**src/design/lvmf_pkg.sv**
```systemverilog
// Shared command codes and controller/datapath interface types for the membership filter.
package lvmf_pkg;

  localparam logic [1:0] CMD_CLEAR  = 2'd0;
  localparam logic [1:0] CMD_ADD    = 2'd1;
  localparam logic [1:0] CMD_SEARCH = 2'd2;

  typedef struct packed {
    logic clear;     // empty the value set
    logic add;       // append the word to the value set
    logic search;    // compare the word and emit on a hit
    logic advance;   // step the list position
    logic restart;   // return the list position to zero
  } lvmf_ctl_t;

  typedef struct packed {
    logic pos_last;  // list position sits at the last in-bound slot
    logic set_full;  // every set slot holds a value
  } lvmf_sts_t;

endpackage

```
**src/design/list_value_membership_filter.sv**
```systemverilog
// Top level of the list value membership filter.
// Takes one command beat every clock cycle (busy stays low): clear the value
// set, add a value, or search a list item against all stored values at once.
// A matching search within the list bound gives one result beat, strobe high
// for one cycle, on the cycle after the command; the position is the item's
// place in its list and restarts after an item marked list_end. The parallel
// compare over SET_SLOTS values sets the rate; results cannot be held off.
module list_value_membership_filter #(
  parameter int SET_SLOTS  = 16,
  parameter int WORD_BITS  = 32,
  parameter int LIST_BOUND = 65536
) (
  input  logic                 clk,
  input  logic                 rst,
  input  logic                 start,
  output logic                 busy,
  input  logic [1:0]           cmd,
  input  logic [WORD_BITS-1:0] word,
  input  logic                 list_end,
  output logic                 strobe,
  output logic [15:0]          position,
  output logic                 from_last_item
);
  import lvmf_pkg::*;

  lvmf_ctl_t ctl;
  lvmf_sts_t sts;
  logic      take;

  assign busy = 1'b0;
  assign take = start && !busy;

  lvmf_ctrl u_ctrl (
    .clk      (clk),
    .rst      (rst),
    .take     (take),
    .cmd      (cmd),
    .list_end (list_end),
    .sts      (sts),
    .ctl      (ctl)
  );

  lvmf_dp #(
    .SET_SLOTS  (SET_SLOTS),
    .WORD_BITS  (WORD_BITS),
    .LIST_BOUND (LIST_BOUND)
  ) u_dp (
    .clk            (clk),
    .rst            (rst),
    .ctl            (ctl),
    .word           (word),
    .list_end       (list_end),
    .sts            (sts),
    .strobe         (strobe),
    .position       (position),
    .from_last_item (from_last_item)
  );

endmodule

```
**src/design/lvmf_ctrl.sv**
```systemverilog
// Controller: decodes each command beat and tracks whether the list is past its bound.
module lvmf_ctrl (
  input  logic              clk,
  input  logic              rst,
  input  logic              take,
  input  logic [1:0]        cmd,
  input  logic              list_end,
  input  lvmf_pkg::lvmf_sts_t sts,
  output lvmf_pkg::lvmf_ctl_t ctl
);
  import lvmf_pkg::*;

  typedef enum logic [1:0] {
    ST_RUN  = 2'b01,
    ST_PAST = 2'b10
  } state_t;

  state_t state;
  state_t state_next;

  always_comb begin
    ctl        = '0;
    state_next = state;
    if (take) begin
      unique case (cmd)
        CMD_CLEAR: ctl.clear = 1'b1;
        CMD_ADD:   ctl.add = !sts.set_full;
        CMD_SEARCH: begin
          unique case (state)
            ST_RUN: begin
              ctl.search  = 1'b1;
              ctl.advance = !list_end;
              if (!list_end && sts.pos_last) begin
                state_next = ST_PAST;
              end
            end
            ST_PAST: begin
              // drop the item; only a list end brings the position back
              if (list_end) begin
                state_next = ST_RUN;
              end
            end
            default: state_next = ST_RUN;
          endcase
          ctl.restart = list_end;
        end
        default: ;
      endcase
    end
  end

  always_ff @(posedge clk) begin
    if (rst) begin
      state <= ST_RUN;
    end else begin
      state <= state_next;
    end
  end

endmodule

```
**src/design/lvmf_dp.sv**
```systemverilog
// Datapath: value set, set count, list position counter and the result register.
module lvmf_dp #(
  parameter int SET_SLOTS  = 16,
  parameter int WORD_BITS  = 32,
  parameter int LIST_BOUND = 65536
) (
  input  logic                 clk,
  input  logic                 rst,
  input  lvmf_pkg::lvmf_ctl_t  ctl,
  input  logic [WORD_BITS-1:0] word,
  input  logic                 list_end,
  output lvmf_pkg::lvmf_sts_t  sts,
  output logic                 strobe,
  output logic [15:0]          position,
  output logic                 from_last_item
);
  import lvmf_pkg::*;

  localparam int CNT_BITS = $clog2(SET_SLOTS + 1);
  localparam int IDX_BITS = (SET_SLOTS > 1) ? $clog2(SET_SLOTS) : 1;
  localparam int POS_BITS = $clog2(LIST_BOUND);
  localparam logic [CNT_BITS-1:0] SLOTS_C = CNT_BITS'(SET_SLOTS);
  localparam logic [POS_BITS-1:0] POS_LAST_C = POS_BITS'(LIST_BOUND - 1);

  logic [WORD_BITS-1:0] slots [SET_SLOTS];
  logic [CNT_BITS-1:0]  count;
  logic [POS_BITS-1:0]  pos;
  logic                 hit;
  logic [POS_BITS+15:0] pos_ext;

  always_comb begin
    hit = 1'b0;
    for (int k = 0; k < SET_SLOTS; k++) begin
      if ((CNT_BITS'(k) < count) && (slots[k] == word)) begin
        hit = 1'b1;
      end
    end
  end

  assign sts.set_full = (count == SLOTS_C);
  assign sts.pos_last = (pos == POS_LAST_C);
  assign pos_ext      = {16'd0, pos};

  always_ff @(posedge clk) begin
    if (ctl.add) begin
      slots[count[IDX_BITS-1:0]] <= word;
    end
  end

  always_ff @(posedge clk) begin
    if (rst) begin
      count <= '0;
      pos   <= '0;
    end else begin
      if (ctl.clear) begin
        count <= '0;
      end else if (ctl.add) begin
        count <= count + 1'b1;
      end
      // hold the position at the last slot once past the bound
      if (ctl.restart) begin
        pos <= '0;
      end else if (ctl.advance && !sts.pos_last) begin
        pos <= pos + 1'b1;
      end
    end
  end

  always_ff @(posedge clk) begin
    if (rst) begin
      strobe <= 1'b0;
    end else begin
      strobe <= ctl.search && hit;
    end
  end

  always_ff @(posedge clk) begin
    if (ctl.search) begin
      position       <= pos_ext[15:0];
      from_last_item <= list_end;
    end
  end

endmodule
```
**config.mk**
```make
export PLATFORM = sky130hd
export DESIGN_NAME = list_value_membership_filter
export DESIGN_NICKNAME = d
export VERILOG_FILES = /design/src/design/lvmf_pkg.sv /design/src/design/list_value_membership_filter.sv /design/src/design/lvmf_ctrl.sv /design/src/design/lvmf_dp.sv
export SDC_FILE = /design/constraint.sdc
export NUM_CORES = 1
export LEC_CHECK = 0
export ABC_AREA = 0
export BUFFER_PORTS_ARGS = -buffer_cell sky130_fd_sc_hd__clkbuf_2
export CAP_MARGIN = 20
export CORE_UTILIZATION = 55
export CTS_BUF_LIST = sky130_fd_sc_hd__clkbuf_4 sky130_fd_sc_hd__clkbuf_8
export DETAILED_ROUTE_END_ITERATION = 12
export GPL_ROUTABILITY_DRIVEN = 0
export HOLD_SLACK_MARGIN = 0.06
export PLACE_DENSITY = 0.83
export SLEW_MARGIN = 0
export SYNTH_ARGS = -nofsm -noshare
export SYNTH_HDL_FRONTEND = slang
export SYNTH_SLANG_ARGS = --single-unit
```
**constraint.sdc**
```tcl
create_clock -name clk -period 7.05 [get_ports clk]
set_input_delay 1.41 -clock clk [delete_from_list [all_inputs] [get_ports clk]]
set_output_delay 1.41 -clock clk [all_outputs]
set_load 0.01 [all_outputs]
```
# Word-level counts from Yosys, hierarchy flattened
# Memory sizes are Yosys's and may differ from the RTL's.
# Index checks and enable logic that the tools add are counted.
# word_totals
register_bits	41
latch_bits	0
ram_bits	512
romBits	0
in_bits	38
output_inout_bits	19
word_cells	101
mem_count	1
# mem_list
name	words	word_bits	rd	rd_ports_with_merged_regs	write_ports	line	rtl
u_dp.slots	16	32	16	0	1	lvmf_dp.sv:25	logic [WORD_BITS-1:0] slots [SET_SLOTS];
# op_classes
add_sub_neg	2
multipliers	0
div	0
n_lt_le_gt_ge	16
n_eq_ne	24
shifts	0
muxes	26
n_bitwise	0
reduce_logical	26
# op_table
op	n
$eq 32x32->1	16
$lt 4x5->1 const A	8
$lt 3x5->1 const A	4
$mux 1	20
$logic_and 1x1->1	19
$add 16x1->16 const B	1
$eq 16x16->1 const B	1
$lt 1x5->1 const A	2
$lt 2x5->1 const A	2
$mux 2	3
$add 5x1->5 const B	1
$eq 5x5->1 const B	1
$mux 5	1
$eq 2x1->1 const B	2
$eq 2x2->1 const B	2
$pmux 2 s2	1
$reduce_and 4->1	1
$reduce_or 2->1	2
$logic_not 1->1	3
$mux 3	1
$logic_not 2->1	1
$ne 2x1->1 const B	1
$ne 2x2->1 const B	1

# Longest topological paths before layout
# Gate-level depths: netlist of run 1.
# An unclocked memory read counts as a cell.
# depth
word_depth	20
mapped_depth	9
depth_no_buf	7

# By module
# From an unflattened synthesis of run 1, not the netlist that was laid out.
# hier_totals
hier_cells	1460
hier_area_um2	23442.5
# by_module_without_submodules
module	n_inst	cells_each	area_per_inst_um2	seq_area_each_um2
lvmf_dp	1	1441	23276.1	16325.7
lvmf_ctrl	1	17	155.1	40.0
list_value_membership_filter	1	2	11.3	0.0

# Worst setup path after synthesis of run 1
# Ideal clock, no wire load.
# synth_timing
kind	input -> register
start	input cmd[1]
end	memory u_dp.slots[0][0] (enable)
setup_ps	392
arrival_time_ps	2881
required_ps	6658
path_slack_ps	3776
stages	3
path_buffers	0
cell_sequence	nand3b_1 > a31oi_1 > and3_1
# synth_between
elab_chain_len	5
# synth_lines
element	line	rtl
from (decl)	list_value_membership_filter.sv:17	input logic [1:0] cmd,
$eq 2x1->1	lvmf_ctrl.sv:25	unique case (cmd)
$mux 1	lvmf_ctrl.sv:25	
$mux 5	lvmf_ctrl.sv:24	if (take) begin
$mux 1	lvmf_dp.sv:45	if (ctl.add) begin
$mux 1 (not written as such)	lvmf_dp.sv:46	slots[count[IDX_BITS-1:0]] <= word;
to (decl)	lvmf_dp.sv:25	
# Every way passes these cells.

# Worst setup path in the final report of run 1
# layout_timing
start	input word[9]
end	register u_dp.strobe
# layout_between
elab_chain_len	19
elab_cells_between_ends	49
classes_between	16 x eq/ne; 16 x mux; 17 x reduce/logical
# layout_lines
element	line	rtl
from (decl)	list_value_membership_filter.sv:18	input logic [WORD_BITS-1:0] word,
$eq 32x32->1	lvmf_dp.sv:34	if ((CNT_BITS'(k) < count) && (slots[k] == word)) begin
$logic_and 1x1->1	lvmf_dp.sv:34	
$mux 1 (15 in series)	lvmf_dp.sv:34	
$mux 1 *	lvmf_dp.sv:34	
$logic_and 1x1->1 *	lvmf_dp.sv:73	strobe <= ctl.search && hit;
to (signal assigned)	lvmf_dp.sv:73	
to (decl)	lvmf_dp.sv:13	output logic strobe,
# Mark *: on every way between the ends. The rest lies on a longest branch, timed or not.
# A chain may end at the register's enable or synchronous reset.

==> results.ini, run 1 <==
[logic_synthesis]
synth_top_family_by_area = XOR/XNOR gates
synth-compound-area-share_pct = 1.109
synthMuxAreaShare_pct = 0.04286
ys.flop_type = edfxtp_1
synthAdderAreaFrac_pct = 0.2679
synth_area_leader_cell = edfxtp_1
ys_types = 51
ys_seq_area_share_pct = 70.07
yosysTopAreaCellShare_pct = 68.02
syn-num-nets = 1504
ys_top_cells_by_area = edfxtp_1 (68%), xnor2_1 (11%), xor2_1 (8.6%), nand4_1 (2.3%), dfxtp_1 (2.1%)
synth_area_sq_um = 23350
synthArstFlopShare_pct = 0
synth_cells = 1461
syn_area_per_cell_sq_um = 15.99
synth-edff-count = 529
synth_xor_area_share_pct = 19.73
yosys_warnings = 0
synth-seq-cells = 553
synth-simple-area-share_pct = 6.520

[place]
place_hpwl_um = 31360
numPortBuffers = 55

[floorplan]
core_sq_um = 41950
die_w_um = 208.1
start_util_pct = 55.68
die_area_sq_um = 43290
num_io_pins = 57
die_h_um = 208.1
rows = 75

[worst_hold_path]
hold_class = reg2reg
min-delay-start = u_dp.pos[10]$_SDFFE_PP0P_

[global_route]
antenna_found_initial = 1
grt_pass1_wl_um = 79600
grtUsageTotal_pct = 24.88
grt_overflow = 0
grt_max_degree = 34
first_global_vias = 12870

[worst_setup_path]
worst-setup-path-type = in2reg
setup.worst_path.start_class = input pin
crit_fanout = 19
required_ns = 7.60
end_kind = flip-flop
reg2reg_from = u_dp.count[1]$_SDFFE_PP0P_
arrival_ns = 4.18
critPathLaunch = word[9]

[pwr]
power_density_nw_per_um2 = 255.3
ir_drop_v = 0.0001290
power_leakage_nw = 8.285

[drt]
drt-total-wl_um = 52850
drtIter0Drc = 1385
routed_via_density = 5.784
wire_per_inst_um = 24.13
drt_first_pass_iters = 5
drtAntennaViolNets = 0
vias = 12670
drc = 0

[clocking]
cts_tree = done
clk_path_buf_depth = 3
clk_latency_ns = 0.64
path_clk_slew_ns = 0.06
clock_sinks = 553
cts_max_level = 3
cts_setup_buffers = 0
cts_root_buf = clkbuf_8
cts_inserted_buffers = 85
cts_hold_buffers = 0
cts_resized = 0

[timing]
final.setup.tns_ns = 0
max_freq_mhz = 275.2
worst_pin_slew_ns = 0.8495
max_slew_margin_pct = 43.37
final_hold_viol_count = 0
fin_crit_sh_pct = 51.54
rsz0062_at_grt = no
skew_ns = 0.02496
fin_crit_ns = 3.633
drv_slew = 0
finalSetupViolCount = 0

[final_layout]
final_core_util_pct = 61.73
antenna_cells = 0
drive_gt1_share_pct = 15.26
fill_cells = 2889
area_growth_pct = 10.86
fin_nets = 1628

[job]
maxCapViolCount = 0

[run_status]
status = finished clean

[cells in the mapped netlist (14+ instances only)]
library cell,instances
nor4_1,64
dfxtp_1,24
buf_4,25
buf_6,14
nor3_1,15
nand3_1,17
nand4_1,87
xor2_1,228
nor2_1,33
xnor2_1,298
buf_2,26
edfxtp_1,529
[critical path: stages]
cell and delay [ns]:
clkbuf_2 0.46, buf_4 0.42, xnor2_1 0.20, nand4_1 0.16
nor4_1 0.39, nand4_1 0.23, o41ai_1 0.52, nor4_1 0.15
a311oi_2 0.22
[metal layers]
metal	track usage, %	vias to the layer above	wire, um
li1	-	5600	-
met5	0	-	0
met2	39.63	640	25050
met4	8.812	0	1472
met1	33.83	6316	21790
met3	5.630	111	4538
[flip-flops by register name, summed over array words and instances, names as in the netlist]
name and count:
u_dp.strobe 1, u_ctrl.state 2, u_dp.count 5, u_dp.position 16, u_dp.slots 512, u_dp.pos 16
u_dp.from_last_item 1
[worst paths after layout]
| kind | to | slack, ns | cells past startpoint |
|---|---|---|---|
| setup / recovery | u_dp.strobe$_SDFF_PP0_ | 3.42 | 9 |
| hold / removal | u_dp.position[10]$_DFFE_PP_ | 0.49 | 0 |
| setup reg to reg | u_dp.slots[0][12]$_DFFE_PP_ | 4.52 | 5 |
| hold reg to reg | u_dp.position[10]$_DFFE_PP_ | 0.49 | 0 |
[stage by stage]
step	total power (W)	instances	instance area (sq um)	worst slack, ns	hold slack, ns
after CTS	0.006655	2190	25890	3.446	0.4800
after global placement	0.004025	2037	24200	2.902	0.4632
after global routing	0.006813	2190	25890	3.287	0.5093
after detailed placement	0.004037	2037	24200	2.767	0.4670
final	0.006611	2190	25890	3.417	0.4851
after floorplan	0.003899	1461	23350	3.776	0.4423
[logic make-up (layout without fill, tap and decap cells)]
kind of cell,after synthesis,after routing
xor gates and xnor gates,526,526
buffers and inverters,78,268
DFF,553,553
muxes,1,1
AOI/OAI and AO/OA,36,36
and+or+nand+nor,261,261
adders and majority gates,5,5
other,1,1
[cell type report]
class	count	area, sq um	area share [%]
flip-flops and latches	553	16370	63.21
clock buffers	121	1471	5.683
multi-input cells	830	6466	24.97
inverters	8	30.03	0.1160
clock inverters	32	219.0	0.8457
repair buffers	107	665.6	2.571
well taps	539	674.4	2.605
[where the power goes]
group	switching (W)	leakage (nW)	total, W	internal (W)
Sequential	0.00000493	4.94	0.00361	0.00361
Clock	0.00122	0.900	0.00264	0.00142
Combinational	0.000242	2.45	0.000358	0.000116
[layout by cell type (no fill, tap or decap), drive strengths merged, types with 2 or more instances in the layout]
cell,Yosys,final
xnor2,298,298
o22ai,3,3
a21oi,8,8
o21ai,6,6
edfxtp,529,529
nand3,17,17
and3,6,6
nor4,67,67
and2,13,13
dfxtp,24,24
buf,66,52
o41ai,2,2
a2111oi,2,2
clkinv,0,26
o211ai,2,2
o2111ai,2,2
clkbuf,4,176
nand2,10,10
inv,8,11
nor2,33,33
xor2,228,228
a31oi,3,3
nand3b,2,2
nand2b,2,2
nand4,87,87
or3,2,2
ha,5,5
bufinv,0,2
nor3,15,15
Power figures use the tool's default switching activity.
==> inputs of run 2 (changes only) <==
Settings changed: ABC_AREA 0 to 1.
Clock period 7.05 ns to 3.5 ns, I/O delays scaled along.
==> run 2 against run 1 <==
Hold slack got worse by 0.29 ns. Critical path depth fell by 1. Routed wire length rose by 24%. Sequential power rose by 100%. Synthesized cell count rose by 44%. Largest cell class unchanged.
==> results.ini, run 2 <==
[job]
maxCapViolCount = 0  ; unchanged

[logic_synthesis]
yosys_warnings = 0  ; unchanged
synthAdderAreaFrac_pct = 0.2533  ; was 0.2679%
synth_top_family_by_area = simple AND/OR/NAND/NOR gates  ; was XOR/XNOR gates
synth_area_sq_um = 24700  ; was 23350 sq um
synth_xor_area_share_pct = 12.16  ; was 19.73%
synth-edff-count = 529  ; unchanged
synth_area_leader_cell = edfxtp_1  ; unchanged
synth-simple-area-share_pct = 14.43  ; was 6.520%
ys_seq_area_share_pct = 66.25  ; was 70.07%
ys_top_cells_by_area = edfxtp_1 (64%), xnor2_1 (11%), nand2_1 (7.5%), nor2_1 (3.0%), inv_1 (2.6%)  ; was edfxtp_1 (68%), xnor2_1 (11%), xor2_1 (8.6%), nand4_1 (2.3%), dfxtp_1 (2.1%)
synthMostInstantiatedCell = edfxtp_1  ; unchanged
synth_cells = 2111  ; was 1461
ys.flop_type = edfxtp_1  ; unchanged
yosysTopAreaCellShare_pct = 64.31  ; was 68.02%
synth-seq-cells = 553  ; unchanged
synth-compound-area-share_pct = 2.457  ; was 1.109%
syn-num-nets = 2154  ; was 1504
yosys-top-cells-count = edfxtp_1 (529), nand2_1 (493), xnor2_1 (318), nor2_1 (198), inv_1 (170)  ; was edfxtp_1 (529), xnor2_1 (298), xor2_1 (228), nand4_1 (87), nor4_1 (64)
synthArstFlopShare_pct = 0  ; unchanged
synthMuxAreaShare_pct = 0  ; was 0.04286%
syn_area_per_cell_sq_um = 11.70  ; was 15.99 sq um
ys_types = 43  ; was 51

[clocking]
cts_root_buf = clkbuf_8  ; unchanged
cts_inserted_buffers = 88  ; was 85
cts_tree = done  ; unchanged
clk_latency_ns = 0.67  ; was 0.64 ns
cts_max_level = 3  ; unchanged
clock_sinks = 553  ; unchanged
cts_setup_buffers = 0  ; unchanged
cts_resized = 0  ; unchanged
clk_path_buf_depth = 3  ; unchanged
path_clk_slew_ns = 0.07  ; was 0.06 ns
cts_hold_buffers = 0  ; unchanged

[global_route]
grtUsageTotal_pct = 28.67  ; was 24.88%
grt_max_degree = 34  ; unchanged
use_met1_pct = 37.92  ; was 33.83%
grt.busiest_layer = met2  ; unchanged
met2_usage_pct = 45.06  ; was 39.63%
grt_pass1_wl_um = 97640  ; was 79600 um
grt_overflow = 0  ; unchanged
first_global_vias = 16350  ; was 12870
antenna_found_initial = 1  ; unchanged
gr-usage-met3_pct = 6.624  ; was 5.630%

[final_layout]
finalInstanceArea_sq_um = 27850  ; was 25890 sq um
final_common_cell = edfxtp_1  ; unchanged
fin_nets = 2304  ; was 1628
area_growth_pct = 12.74  ; was 10.86%
fill_cells = 3157  ; was 2889
instances_no_fill = 2923  ; was 2190
antenna_cells = 0  ; unchanged
drive_gt1_share_pct = 14.11  ; was 15.26%
final_cell_mix = edfxtp_1 (529), nand2_1 (493), xnor2_1 (318)  ; was edfxtp_1 (529), xnor2_1 (298), xor2_1 (228)
largest_reg_flops = 512  ; unchanged

[timing]
worst_pin_slew_ns = 1.069  ; was 0.8495 ns
drv_slew = 0  ; unchanged
max_freq_mhz = 309.2
fin_crit_ns = 3.234
final_hold_viol_count = 0  ; unchanged
finalSetupViolCount = 0  ; unchanged
fin_crit_sh_pct = 92.39
final.setup.tns_ns = 0  ; unchanged
max_slew_margin_pct = 28.09  ; was 43.37%
skew_ns = 0.02486  ; was 0.02496 ns
rsz0062_at_grt = no  ; unchanged

[worst_setup_path]
reg2reg_from = u_dp.count[1]$_SDFFE_PP0P_  ; unchanged
end_kind = flip-flop  ; unchanged
worst-setup-path-type = reg2reg  ; was in2reg
path_common_cell = inv_1
crit_fanout = 17  ; was 19
cp_top_family = simple AND/OR/NAND/NOR gates  ; unchanged
arrival_ns = 3.59  ; was 4.18 ns
critPathLaunch = u_dp.count[1]$_SDFFE_PP0P_  ; was word[9]
crit_chain = inv_1 -> ha_1 -> nand3_1 -> nand4_1 -> inv_1 -> nand2_1 -> nor2_4 -> buf_12  ; was clkbuf_2 -> buf_4 -> xnor2_1 -> nand4_1 -> nor4_1 -> nand4_1 -> o41ai_1 -> nor4_1 -> a311oi_2
slowest_delay_ns = 0.57  ; was 0.52 ns
slowest_stage = dfxtp_1  ; was o41ai_1
setup.worst_path.start_class = flip-flop  ; was input pin
required_ns = 3.86  ; was 7.60 ns
worst-path-buf-inv = 3  ; was 2

[place]
dp.cells = 2763  ; was 2037
numPortBuffers = 55  ; unchanged
placed_cell_area_sq_um = 26030  ; was 24200 sq um
place_hpwl_um = 41150  ; was 31360 um

[drt]
routed_via_density = 5.722  ; was 5.784
drt-total-wl_um = 65400  ; was 52850 um
vias = 16720  ; was 12670
drtAntennaViolNets = 0  ; unchanged
drtIter0Drc = 2454  ; was 1385
drt_first_pass_iters = 6  ; was 5
drc = 0  ; unchanged
wire_per_inst_um = 22.37  ; was 24.13 um

[floorplan]
rows = 77  ; was 75
num_io_pins = 57  ; unchanged
start_util_pct = 55.86  ; was 55.68%
core_sq_um = 44220  ; was 41950 sq um
die_area_sq_um = 45760  ; was 43290 sq um
die_w_um = 213.9  ; was 208.1 um
die_h_um = 213.9  ; was 208.1 um

[pwr]
power_density_nw_per_um2 = 498.4  ; was 255.3 nW/um^2
ir_drop_v = 0.0003995  ; was 0.0001290 V
power_leakage_nw = 9.972  ; was 8.285 nW

[run_status]
status = finished clean  ; unchanged

[worst_hold_path]
hold_class = in2reg  ; was reg2reg
min-delay-start = rst  ; was u_dp.pos[10]$_SDFFE_PP0P_

==> run 2: cell types whose count changed after synthesis, sizes merged, moves of 66 or more <==
cell,before,now
inv,8,173
nand2,10,497
o21ai,6,77
nor4,67,1
nor2,33,203
xor2,228,25
==> run 2: kinds of logic (layout without fill, tap and decap cells) <==
group,Yosys count,count (layout)
buffers and inverters,243,463
adders and majority gates,5,5
and+or+nand+nor,852,852
other,1,1
DFF,553,553
xor gates and xnor gates,343,343
AOI/OAI and AO/OA,114,114
==> run 2: where the power goes <==
group / switching (W) / total [W] / internal [W]
registers: 0.0000119 / 0.00728 / 0.00727
logic: 0.000594 / 0.000868 / 0.000274
clock network: 0.00255 / 0.00573 / 0.00319
total: 0.00315 / 0.0139 / 0.0107
==> run 2: area by class of cell <==
cell class | count | area, sq um | share of cell area, %
Sequential cell | 553 | 16370 | 58.77
Clock buffer | 134 | 1582 | 5.679
Multi-Input combinational cell | 1315 | 7336 | 26.34
Tap cell | 592 | 740.7 | 2.660
Timing Repair Buffer | 127 | 928.4 | 3.334
Inverter | 176 | 660.6 | 2.372
Clock inverter | 26 | 235.2 | 0.8447
==> run 2: stage by stage <==
stage | power, W | worst slack (ns) | hold WS [ns] | utilization, %
after floorplan | 0.007895 | 0.4547 | 0.4082 | -
after detailed placement | 0.008261 | 0.3981 | 0.4132 | 58.87
after CTS | 0.01389 | 0.3602 | 0.1460 | 62.97
after global placement | 0.008233 | 0.5359 | 0.4186 | 58.87
final | 0.01388 | 0.2663 | 0.1999 | 62.97
after global routing | 0.01420 | 0.2012 | 0.1926 | 62.97
==> run 2: worst reg2reg max path, cell delays in order, from the launching register on <==
cell	delay [ns]
dfxtp_1	0.57
inv_1	0.19
ha_1	0.25
nand3_1	0.17
nand4_1	0.33
inv_1	0.32
nand2_1	0.27
nor2_4	0.57
buf_12	0.25
==> run 2: final timing paths <==
kind                             endpoint  slack [ns]  depth (start not counted)
max            u_dp.slots[6][2]$_DFFE_PP_        0.27                          8
min          u_ctrl.state[1]$_SDFFE_PP0P_        0.20                          2
max reg2reg    u_dp.slots[6][2]$_DFFE_PP_        0.27                          8
min reg2reg    u_dp.position[9]$_DFFE_PP_        0.43                          0
==> run 2: routing by layer <==
| metal | share of wire [%] | vias to the layer above |
|---|---|---|
| li1 | - | 7313 |
| met1 | 37 | 7965 |
| met2 | 46 | 1220 |
| met3 | 13 | 224 |
| met4 | 4.7 | 2 |
| met5 | 0.021 | - |
